## src/design/quantized_conv_mac_requantize_top_assert.svh

```systemverilog
// Assertion macros shared by the quantized convolution MAC blocks.
// Expects i_clk and i_rst_n in the scope of every use.
`ifndef QUANTIZED_CONV_MAC_REQUANTIZE_TOP_ASSERT_SVH
`define QUANTIZED_CONV_MAC_REQUANTIZE_TOP_ASSERT_SVH

`ifndef SYNTH
`define QCMR_ASSERT(lbl, prop) \
    lbl: assert property (@(posedge i_clk) disable iff (!i_rst_n) prop) \
        else $error("qcmr assertion failed");
`define QCMR_ASSERT_NEXT(lbl, ante, cons) \
    lbl: assert property (@(posedge i_clk) disable iff (!i_rst_n) (ante) |=> (cons)) \
        else $error("qcmr next-cycle assertion failed");
`else
`define QCMR_ASSERT(lbl, prop)
`define QCMR_ASSERT_NEXT(lbl, ante, cons)
`endif

`endif

```

## src/design/qcmr_pkg.sv

```systemverilog
`timescale 1ns / 1ps
// Shared types and constants for the quantized convolution MAC.
// No dependencies; imported by every module of the block.
package qcmr_pkg;

    localparam int CODE_W     = 9;
    localparam int DIFF_W     = 10;
    localparam int TERM_W     = 20;
    localparam int BIAS_W     = 32;
    localparam int MANT_W     = 31;
    localparam int SHIFT_W    = 6;
    localparam int ACC_W      = 36;
    localparam int MAG_W      = 32;
    localparam int PROD_W     = MAG_W + MANT_W;
    localparam int FIFO_DEPTH = 4;
    localparam int FIFO_PTR_W = 2;
    localparam int FIFO_CNT_W = 3;
    localparam int CFG_IDX_W  = 2;
    localparam int CFG_DATA_W = 9;

    // Accumulator clip bound applied before the bias.
    localparam longint ACC_LIM = 64'sd17179869184;

    localparam logic [CFG_IDX_W-1:0] CFG_IN_ZP     = 2'd0;
    localparam logic [CFG_IDX_W-1:0] CFG_OUT_ZP    = 2'd1;
    localparam logic [CFG_IDX_W-1:0] CFG_OUT_SIGNED = 2'd2;

    typedef struct packed {
        logic signed [BIAS_W-1:0] bias;
        logic [MANT_W-1:0]        mant;
        logic [SHIFT_W-1:0]       shift;
    } t_scale;

    typedef struct packed {
        logic full;
        logic empty;
    } t_q_stat;

endpackage

```

## src/design/qcmr_front.sv

```systemverilog
`timescale 1ns / 1ps
// Front end: accepts terms and keeps the saturating running sum.
// Uses qcmr_pkg; pushes finished sums into qcmr_queue.
module qcmr_front #(
    parameter int SUM_WIDTH = 48
) (
    input  logic                                  i_clk,
    input  logic                                  i_rst_n,
    input  logic                                  i_valid,
    output logic                                  o_stall,
    input  logic signed [qcmr_pkg::CODE_W-1:0]    i_act_code,
    input  logic signed [qcmr_pkg::CODE_W-1:0]    i_wt_code,
    input  logic signed [qcmr_pkg::CODE_W-1:0]    i_wt_zero_point,
    input  logic                                  i_in_window,
    input  logic signed [qcmr_pkg::BIAS_W-1:0]    i_bias_value,
    input  logic [qcmr_pkg::MANT_W-1:0]           i_scale_mantissa,
    input  logic [qcmr_pkg::SHIFT_W-1:0]          i_scale_shift,
    input  logic                                  i_last_term,
    input  logic signed [qcmr_pkg::CODE_W-1:0]    i_in_zp,
    input  qcmr_pkg::t_q_stat                     i_q_stat,
    output logic                                  o_push,
    output logic signed [SUM_WIDTH-1:0]           o_push_sum,
    output qcmr_pkg::t_scale                      o_push_scale
);
    import qcmr_pkg::*;

    logic signed [SUM_WIDTH-1:0] r_sum, n_sum;
    logic signed [DIFF_W-1:0]    w_a, w_b;
    logic signed [TERM_W-1:0]    w_term;
    logic signed [SUM_WIDTH:0]   w_wide;
    logic signed [SUM_WIDTH-1:0] w_sat, w_new;
    logic                        w_accept;

    assign w_a    = DIFF_W'(i_act_code) - DIFF_W'(i_in_zp);
    assign w_b    = DIFF_W'(i_wt_code) - DIFF_W'(i_wt_zero_point);
    assign w_term = w_a * w_b;
    assign w_wide = (SUM_WIDTH+1)'(r_sum) + (SUM_WIDTH+1)'(w_term);

    // The sum sticks at the signed bounds instead of wrapping.
    always_comb begin
        if (w_wide[SUM_WIDTH] != w_wide[SUM_WIDTH-1]) begin
            w_sat = w_wide[SUM_WIDTH] ? {1'b1, {(SUM_WIDTH-1){1'b0}}}
                                      : {1'b0, {(SUM_WIDTH-1){1'b1}}};
        end else begin
            w_sat = w_wide[SUM_WIDTH-1:0];
        end
        w_new = i_in_window ? w_sat : r_sum;
    end

    assign w_accept = i_valid && !i_q_stat.full;
    assign o_stall  = i_q_stat.full;

    always_comb begin
        n_sum = r_sum;
        if (w_accept) begin
            n_sum = i_last_term ? '0 : w_new;
        end
    end

    always_ff @(posedge i_clk) begin
        if (!i_rst_n) begin
            r_sum <= '0;
        end else begin
            r_sum <= n_sum;
        end
    end

    assign o_push             = w_accept && i_last_term;
    assign o_push_sum         = w_new;
    assign o_push_scale.bias  = i_bias_value;
    assign o_push_scale.mant  = i_scale_mantissa;
    assign o_push_scale.shift = i_scale_shift;

endmodule

```

## src/design/qcmr_queue.sv

```systemverilog
`timescale 1ns / 1ps
// Short queue of finished sums between the front and back ends.
// Uses qcmr_pkg and the assertion macro header.
`include "quantized_conv_mac_requantize_top_assert.svh"
module qcmr_queue #(
    parameter int WIDTH = 117
) (
    input  logic             i_clk,
    input  logic             i_rst_n,
    input  logic             i_push,
    input  logic [WIDTH-1:0] i_data,
    input  logic             i_pop,
    output logic [WIDTH-1:0] o_data,
    output qcmr_pkg::t_q_stat o_stat
);
    import qcmr_pkg::*;

    logic [WIDTH-1:0]      r_mem [FIFO_DEPTH];
    logic [FIFO_PTR_W-1:0] r_wr, r_rd;
    logic [FIFO_CNT_W-1:0] r_count;
    logic                  w_push, w_pop;

    assign o_stat.full  = (r_count == FIFO_CNT_W'(FIFO_DEPTH));
    assign o_stat.empty = (r_count == '0);
    assign w_push       = i_push && !o_stat.full;
    assign w_pop        = i_pop && !o_stat.empty;
    assign o_data       = r_mem[r_rd];

    always_ff @(posedge i_clk) begin
        if (w_push) begin
            r_mem[r_wr] <= i_data;
        end
    end

    always_ff @(posedge i_clk) begin
        if (!i_rst_n) begin
            r_wr    <= '0;
            r_rd    <= '0;
            r_count <= '0;
        end else begin
            if (w_push) begin
                r_wr <= r_wr + 1'b1;
            end
            if (w_pop) begin
                r_rd <= r_rd + 1'b1;
            end
            r_count <= r_count + FIFO_CNT_W'(w_push) - FIFO_CNT_W'(w_pop);
        end
    end

    `QCMR_ASSERT(a_count_bound, r_count <= FIFO_CNT_W'(FIFO_DEPTH))
    `QCMR_ASSERT_NEXT(a_pop_drains, w_pop && !w_push, r_count == $past(r_count) - 1'b1)

endmodule

```

## src/design/qcmr_back.sv

```systemverilog
`timescale 1ns / 1ps
// Back end: bias, range check, fixed-point rescale and output clamp.
// Uses qcmr_pkg and the assertion macro header; fed by qcmr_queue.
`include "quantized_conv_mac_requantize_top_assert.svh"
module qcmr_back #(
    parameter int SUM_WIDTH = 48
) (
    input  logic                                i_clk,
    input  logic                                i_rst_n,
    input  logic signed [SUM_WIDTH-1:0]         i_q_sum,
    input  qcmr_pkg::t_scale                    i_q_scale,
    input  qcmr_pkg::t_q_stat                   i_q_stat,
    output logic                                o_pop,
    input  logic signed [qcmr_pkg::CODE_W-1:0]  i_out_zp,
    input  logic                                i_out_signed,
    output logic                                o_valid,
    input  logic                                i_stall,
    output logic signed [qcmr_pkg::CODE_W-1:0]  o_result_code,
    output logic                                o_overflow_flag
);
    import qcmr_pkg::*;

    localparam int CMP_W = (SUM_WIDTH > ACC_W) ? SUM_WIDTH : ACC_W;
    localparam logic signed [CMP_W-1:0] LIM_HI = CMP_W'(ACC_LIM);
    localparam logic signed [CMP_W-1:0] LIM_LO = -CMP_W'(ACC_LIM);
    localparam logic signed [33:0] S_MIN = -34'sd128;
    localparam logic signed [33:0] S_MAX = 34'sd127;
    localparam logic signed [33:0] U_MIN = 34'sd0;
    localparam logic signed [33:0] U_MAX = 34'sd255;

    logic w_en;
    logic r_v1, r_v2, r_v3, r_v4, r_out_v;

    // Stage 1: clip and add bias.
    logic signed [CMP_W-1:0] w_sx, w_clip;
    logic signed [ACC_W-1:0] r1_acc;
    logic [MANT_W-1:0]       r1_mant;
    logic [SHIFT_W-1:0]      r1_shift;
    // Stage 2: range check and magnitude.
    logic [ACC_W-32:0]       w_hi_bits;
    logic signed [ACC_W-1:0] w_abs;
    logic                    r2_ovf, r2_neg;
    logic [MAG_W-1:0]        r2_mag;
    logic [MANT_W-1:0]       r2_mant;
    logic [SHIFT_W-1:0]      r2_shift;
    // Stage 3: product.
    logic                    r3_ovf, r3_neg;
    logic [PROD_W-1:0]       r3_prod;
    logic [SHIFT_W-1:0]      r3_shift;
    // Stage 4: rounding shift.
    logic [6:0]              w_s, w_sm1;
    logic [PROD_W-1:0]       w_sh1, w_mask;
    logic                    w_sticky, w_inc;
    logic [MAG_W-1:0]        w_q, w_qc;
    logic                    r4_ovf;
    logic signed [31:0]      r4_y;
    // Output stage.
    logic signed [33:0]      w_y, w_lo, w_hi, w_cl;
    logic signed [CODE_W-1:0] r_out_code;
    logic                    r_out_ovf;

    assign w_en  = !(r_out_v && i_stall);
    assign o_pop = w_en && !i_q_stat.empty;

    always_comb begin
        w_sx = CMP_W'(i_q_sum);
        if (w_sx > LIM_HI) begin
            w_clip = LIM_HI;
        end else if (w_sx < LIM_LO) begin
            w_clip = LIM_LO;
        end else begin
            w_clip = w_sx;
        end
    end

    assign w_hi_bits = r1_acc[ACC_W-1:31];
    assign w_abs     = r1_acc[ACC_W-1] ? -r1_acc : r1_acc;

    // Round half to even: round bit below the kept part, sticky below that.
    always_comb begin
        w_s      = 7'd31 + 7'(r3_shift);
        w_sm1    = w_s - 7'd1;
        w_sh1    = r3_prod >> w_sm1;
        w_mask   = (PROD_W'(1) << w_sm1) - PROD_W'(1);
        w_sticky = |(r3_prod & w_mask);
        w_inc    = w_sh1[0] & (w_sticky | w_sh1[1]);
        w_q      = (w_s >= 7'd63) ? '0 : (w_sh1[MAG_W:1] + MAG_W'(w_inc));
        if (!r3_neg && w_q > 32'h7FFF_FFFF) begin
            w_qc = 32'h7FFF_FFFF;
        end else if (r3_neg && w_q > 32'h8000_0000) begin
            w_qc = 32'h8000_0000;
        end else begin
            w_qc = w_q;
        end
    end

    always_comb begin
        w_y  = 34'(r4_y) + 34'(i_out_zp);
        w_lo = i_out_signed ? S_MIN : U_MIN;
        w_hi = i_out_signed ? S_MAX : U_MAX;
        if (w_y < w_lo) begin
            w_cl = w_lo;
        end else if (w_y > w_hi) begin
            w_cl = w_hi;
        end else begin
            w_cl = w_y;
        end
    end

    always_ff @(posedge i_clk) begin
        if (w_en) begin
            r1_acc     <= ACC_W'(w_clip) + ACC_W'($signed(i_q_scale.bias));
            r1_mant    <= i_q_scale.mant;
            r1_shift   <= i_q_scale.shift;
            r2_ovf     <= !((&w_hi_bits) || (~|w_hi_bits));
            r2_neg     <= r1_acc[ACC_W-1];
            r2_mag     <= w_abs[MAG_W-1:0];
            r2_mant    <= r1_mant;
            r2_shift   <= r1_shift;
            r3_ovf     <= r2_ovf;
            r3_neg     <= r2_neg;
            r3_prod    <= PROD_W'(r2_mag) * PROD_W'(r2_mant);
            r3_shift   <= r2_shift;
            r4_ovf     <= r3_ovf;
            r4_y       <= r3_neg ? $signed(32'd0 - w_qc) : $signed(w_qc);
            r_out_ovf  <= r4_ovf;
            r_out_code <= r4_ovf ? '0 : w_cl[CODE_W-1:0];
        end
    end

    always_ff @(posedge i_clk) begin
        if (!i_rst_n) begin
            r_v1    <= 1'b0;
            r_v2    <= 1'b0;
            r_v3    <= 1'b0;
            r_v4    <= 1'b0;
            r_out_v <= 1'b0;
        end else if (w_en) begin
            r_v1    <= !i_q_stat.empty;
            r_v2    <= r_v1;
            r_v3    <= r_v2;
            r_v4    <= r_v3;
            r_out_v <= r_v4;
        end
    end

    assign o_valid         = r_out_v;
    assign o_result_code   = r_out_code;
    assign o_overflow_flag = r_out_ovf;

    `QCMR_ASSERT(a_ovf_zero, (r_out_v && r_out_ovf) |-> (r_out_code == '0))
    `QCMR_ASSERT(a_signed_range, (r_out_v && i_out_signed) |-> (r_out_code[8] == r_out_code[7]))
    `QCMR_ASSERT_NEXT(a_stage_moves, r_v4 && w_en, r_out_v)

endmodule

```

## src/design/quantized_conv_mac_requantize_top.sv

```systemverilog
`timescale 1ns / 1ps
// Quantized convolution MAC with requantization, one output element per run.
// Input channel: i_valid / o_stall carry one term word per cycle (activation,
// weight, weight zero point, window bit, bias, scale and last marker). A word
// is taken at a clock edge with i_valid high and o_stall low. Padding words
// (window bit low) add nothing; the word marked last closes the element.
// Output channel: o_valid / i_stall carry one result word per closed element:
// the requantized code and the int32 overflow flag.
// Throughput: one term word per cycle while o_stall is low. The front
// accumulator takes a 10x10 product and a saturating add each cycle;
// closed sums wait in a four-entry queue for the back pipeline (bias,
// range check, 32x31 multiply, rounding shift, zero point and clamp),
// each step registered in turn.
// A stall on a valid output freezes the back pipeline; the front keeps
// summing until the queue holds four closed elements, then raises o_stall.
// Reset (i_rst_n low, synchronous) clears the sum, the queue, the pipeline
// valids and the registers: both zero points 0, unsigned 0..255 output.
// Configuration: i_cfg_we with i_cfg_idx 0 input zero point, 1 output zero
// point, 2 signed output; other indexes are ignored.
module quantized_conv_mac_requantize_top #(
    parameter int SUM_WIDTH = 48
) (
    input  logic                                   i_clk,
    input  logic                                   i_rst_n,
    input  logic                                   i_valid,
    output logic                                   o_stall,
    input  logic signed [qcmr_pkg::CODE_W-1:0]     i_act_code,
    input  logic signed [qcmr_pkg::CODE_W-1:0]     i_wt_code,
    input  logic signed [qcmr_pkg::CODE_W-1:0]     i_wt_zero_point,
    input  logic                                   i_in_window,
    input  logic signed [qcmr_pkg::BIAS_W-1:0]     i_bias_value,
    input  logic [qcmr_pkg::MANT_W-1:0]            i_scale_mantissa,
    input  logic [qcmr_pkg::SHIFT_W-1:0]           i_scale_shift,
    input  logic                                   i_last_term,
    output logic                                   o_valid,
    input  logic                                   i_stall,
    output logic signed [qcmr_pkg::CODE_W-1:0]     o_result_code,
    output logic                                   o_overflow_flag,
    input  logic                                   i_cfg_we,
    input  logic [qcmr_pkg::CFG_IDX_W-1:0]         i_cfg_idx,
    input  logic [qcmr_pkg::CFG_DATA_W-1:0]        i_cfg_data
);
    import qcmr_pkg::*;

    localparam int Q_W = SUM_WIDTH + $bits(t_scale);

    logic signed [CODE_W-1:0]    r_in_zp, r_out_zp;
    logic                        r_out_signed;
    t_q_stat                     w_q_stat;
    logic                        w_push, w_pop;
    logic signed [SUM_WIDTH-1:0] w_push_sum;
    t_scale                      w_push_scale, w_q_scale;
    logic [Q_W-1:0]              w_q_out;
    logic signed [SUM_WIDTH-1:0] w_q_sum;

    always_ff @(posedge i_clk) begin
        if (!i_rst_n) begin
            r_in_zp      <= '0;
            r_out_zp     <= '0;
            r_out_signed <= 1'b0;
        end else if (i_cfg_we) begin
            unique case (i_cfg_idx)
                CFG_IN_ZP:      r_in_zp      <= $signed(i_cfg_data[CODE_W-1:0]);
                CFG_OUT_ZP:     r_out_zp     <= $signed(i_cfg_data[CODE_W-1:0]);
                CFG_OUT_SIGNED: r_out_signed <= i_cfg_data[0];
                default: begin
                end
            endcase
        end
    end

    qcmr_front #(
        .SUM_WIDTH (SUM_WIDTH)
    ) u_front (
        .i_clk            (i_clk),
        .i_rst_n          (i_rst_n),
        .i_valid          (i_valid),
        .o_stall          (o_stall),
        .i_act_code       (i_act_code),
        .i_wt_code        (i_wt_code),
        .i_wt_zero_point  (i_wt_zero_point),
        .i_in_window      (i_in_window),
        .i_bias_value     (i_bias_value),
        .i_scale_mantissa (i_scale_mantissa),
        .i_scale_shift    (i_scale_shift),
        .i_last_term      (i_last_term),
        .i_in_zp          (r_in_zp),
        .i_q_stat         (w_q_stat),
        .o_push           (w_push),
        .o_push_sum       (w_push_sum),
        .o_push_scale     (w_push_scale)
    );

    qcmr_queue #(
        .WIDTH (Q_W)
    ) u_queue (
        .i_clk   (i_clk),
        .i_rst_n (i_rst_n),
        .i_push  (w_push),
        .i_data  ({w_push_sum, w_push_scale}),
        .i_pop   (w_pop),
        .o_data  (w_q_out),
        .o_stat  (w_q_stat)
    );

    assign w_q_sum   = $signed(w_q_out[Q_W-1:$bits(t_scale)]);
    assign w_q_scale = w_q_out[$bits(t_scale)-1:0];

    qcmr_back #(
        .SUM_WIDTH (SUM_WIDTH)
    ) u_back (
        .i_clk           (i_clk),
        .i_rst_n         (i_rst_n),
        .i_q_sum         (w_q_sum),
        .i_q_scale       (w_q_scale),
        .i_q_stat        (w_q_stat),
        .o_pop           (w_pop),
        .i_out_zp        (r_out_zp),
        .i_out_signed    (r_out_signed),
        .o_valid         (o_valid),
        .i_stall         (i_stall),
        .o_result_code   (o_result_code),
        .o_overflow_flag (o_overflow_flag)
    );

endmodule

```

## config.mk

```make
export PLATFORM = sky130hd
export DESIGN_NAME = quantized_conv_mac_requantize_top
export DESIGN_NICKNAME = d
export VERILOG_FILES = /design/src/design/qcmr_pkg.sv /design/src/design/qcmr_front.sv /design/src/design/qcmr_queue.sv /design/src/design/qcmr_back.sv /design/src/design/quantized_conv_mac_requantize_top.sv
export VERILOG_INCLUDE_DIRS = /design/src /design/src/design
export SDC_FILE = /design/constraint.sdc
export NUM_CORES = 2
export LEC_CHECK = 0
export ABC_CLOCK_PERIOD_IN_PS = 32900
export BUFFER_PORTS_ARGS = -buffer_cell sky130_fd_sc_hd__clkbuf_2
export CAP_MARGIN = 20
export CORE_UTILIZATION = 50
export DETAILED_ROUTE_END_ITERATION = 10
export PLACE_DENSITY = 0.62
export SYNTH_ARGS = -nofsm -noshare
export SYNTH_HDL_FRONTEND = slang
export SYNTH_SLANG_ARGS = --single-unit
```

## constraint.sdc

```tcl
create_clock -name i_clk -period 32.9 [get_ports i_clk]
set_input_delay 1.645 -clock i_clk [delete_from_list [all_inputs] [get_ports i_clk]]
set_output_delay 1.645 -clock i_clk [all_outputs]
set_load 0.02 [all_outputs]
```

==> run metrics <==
syn avg cell area=10.5 um^2; synthesis warning total=0; Post-Layout Inst Area=88600 um^2; clock transition at the registers of the reported paths=0.06 ns; post-synthesis xor/xnor area fraction=2.86%; Clock Path Buffers=3; Port Buffers=125; worst skew pair latency=0.73 ns; post-placement cell count=9946; Critical Path End Type=flip-flop; post-synthesis adder-cell area fraction=33.5%; first-pass GRT wire length=352 mm; routed len/inst=21.9 um; DRT Pass-1 Iters=6; FF+latch count, synth=807; clk sinks=807; layout cells sized above 1=9.01%; die height=409 um; Max Slew Vio Count=0; Initial Util=50.6%; Layout Nets=9544; chip width=409 um; met3 wire length=13.3 mm; critical path startpoint=i_act_code[0]; r2r setup slk=20.73 ns; vias in the first global route=61500; CTS Hold Bufs=0; clk_skew=0.0577 ns; status=completed; metal1 wirelength=92.7 mm; CTS tree=done; die area=167000 um^2; post-synthesis mux area share=6.22%; Inserted Clock Buffers=88; Core Rows=148; count of final setup violators=0; RSZ-0062 raised after global routing=no; Tmin final=12.80 ns; fillcell total=14400; H-tree levels=3; Synth cell types=126; sequential-to-total area share from yosys stat=28.3%; critical path's slowest cell=nand2_2; DR vias=58600; share of synthesized registers carrying an async set or reset=0%; Worst R2R End=u_queue.r_mem[0][72]$_DFFE_PP_; register area=23400 um^2; Slew HR=24.3%; number of routed nets with antenna violations=0; Max-Cap Viols=0; Worst R2R Start=r_in_zp[1]$_SDFFE_PN0P_; largest fanout on the critical path=29; root buf cell=clkbuf_16; dpl hpwl=168 mm; fmax=78.1 MHz; Slew @ Worst Pin=1.13 ns; Fin. Hold Viols=0; Area Growth Syn to Fin=7.03%; final WL=221 mm; DRC Markers=0; Area after DPL=85700 um^2; # Post-CTS Setup Buffers=0; top sig layer=met4; Req. time, crit path=33.32 ns; Syn Std Cell Area=82800 um^2; multi-input logic area=53100 um^2; gr ovfl total=0; Post-synth EDFFs=726; Crit Path Category=primary input to flip-flop; antenna violations before repair=1; gp weighted congestion=0.933; main combinational cell family by area after synthesis=adder cells; Hold Crit Class=flip-flop to flip-flop; routed wire length on met2=107 mm; area fraction in compound gates after synthesis=8.88%; 1st-iter DRT viols=4274; Final Instance Count excl. Fillers=10100; reg2reg path depth=36; GRT Total Usage=27.0%; Main synth FF type=edfxtp_1; routed vias/inst=5.80; crit-path max cell delay=0.77 ns; crit path to=u_queue.r_mem[0][72]$_DFFE_PP_; most common cell after layout, fill and taps aside=inv_1; Post-Route Setup TNS=0 ns; WP data arrival=13.22 ns; crit start category=primary input; core box area=164000 um^2; largest net degree at the start of global routing=74; post-CTS sizing=0; Simple-Gate Fraction of Synth Area=12.5%; post-layout util=54.2%; Tcrit/Tclk final=38.9%; commonest non-fill, non-tap cells in the layout=inv_1, fa_1, nand2_1; Ports=126; cell count after synthesis=7893
layer usage:
metal,GRT usage [%],vias to the layer above
met2,45.0,1965
met5,0,-
met3,3.01,392
met1,36.6,30000
met4,9.09,0
li1,-,26200
flip-flops by register name, summed over array words and instances (netlist names), 9 cells and up, named ones only:
name                  flops
r_in_zp                   9
u_back.r1_acc            36
u_back.r3_prod           63
u_back.r2_mag            32
u_back.r1_mant           31
u_back.o_result_code      9
u_front.r_sum            48
u_back.r4_y              32
r_out_zp                  9
u_queue.r_mem           468
u_back.r2_mant           31
final cells by class:
type | count | area share, %
timing repair buffer | 269 | 1.95
antenna | 1 | 0.00282
tap | 2175 | 3.07
inverter | 1267 | 5.37
sequential | 807 | 26.4
clock inverter | 50 | 0.625
clock buffer | 111 | 2.66
multi-input combinational | 5429 | 59.9
cell families after synthesis:
group | Yosys count
and+or+nand+nor | 2191
other | 1
buffers and inverters | 1658
DFF | 807
muxes | 289
AOI/OAI and AO/OA | 1106
xor gates and xnor gates | 266
adders and majority gates | 1575
metrics by stage:
stage / worst slack (ns) / hold WS [ns]
final: 20.10 / 0.412
after global routing: 19.23 / 0.416
after CTS: 20.18 / 0.409
after detailed placement: 19.49 / 0.405
after global placement: 19.75 / 0.401
after floorplan: 20.77 / 0.400
Yosys cell counts (all sizes together), types with 13 or more instances:
master,count,area share (%)
a2111oi,13,0.15
a211o,13,0.14
a211oi,43,0.43
a21boi,18,0.16
a21o,99,0.90
a21oi,316,1.9
a31oi,40,0.30
and2,269,2.0
and3,39,0.29
buf,90,0.64
clkbuf,301,1.4
dfxtp,81,2.0
edfxtp,726,26
fa,1071,26
ha,497,7.5
inv,1266,5.7
mux2,24,0.33
mux2i,87,1.1
mux4,178,4.8
nand2,1034,4.7
nand2b,42,0.32
nand3,91,0.57
nand4,43,0.33
nor2,323,1.5
nor2b,85,0.64
nor3,108,0.70
nor4,45,0.41
o2111ai,15,0.16
o211ai,29,0.27
o21a,47,0.43
o21ai,223,1.4
o21bai,36,0.33
o22ai,21,0.17
o2bb2ai,15,0.16
o31ai,31,0.32
or2,23,0.17
or3,31,0.25
xnor2,197,2.1
xor2,67,0.71
worst min-delay path by stage:
stage | from | end | slack, ns | cells past startpoint
floorplan | u_back.r1_mant[0]$_DFFE_PN_ | u_back.r2_mant[0]$_DFFE_PN_ | 0.40 | 0
global placement | u_back.r1_mant[1]$_DFFE_PN_ | u_back.r2_mant[1]$_DFFE_PN_ | 0.40 | 0
detailed placement | u_back.r1_mant[28]$_DFFE_PN_ | u_back.r2_mant[28]$_DFFE_PN_ | 0.40 | 0
CTS | u_back.r1_mant[9]$_DFFE_PN_ | u_back.r2_mant[9]$_DFFE_PN_ | 0.41 | 0
global route | u_back.r1_mant[8]$_DFFE_PN_ | u_back.r2_mant[8]$_DFFE_PN_ | 0.42 | 0
finish | u_back.r1_mant[9]$_DFFE_PN_ | u_back.r2_mant[9]$_DFFE_PN_ | 0.41 | 0
critical path: cells and delay by family:
family          cells  cell delay (ns)
compound gates     17             3.42
xor+xnor            1             0.75
fa+ha+maj           7             3.43
buf+inv             7             1.11
mux                 1             0.63
simple gates        5             2.18
Power is left out: the tool's default activity adds up to more than one toggle a clock period on the data nets, which glitch-free logic cannot reach.
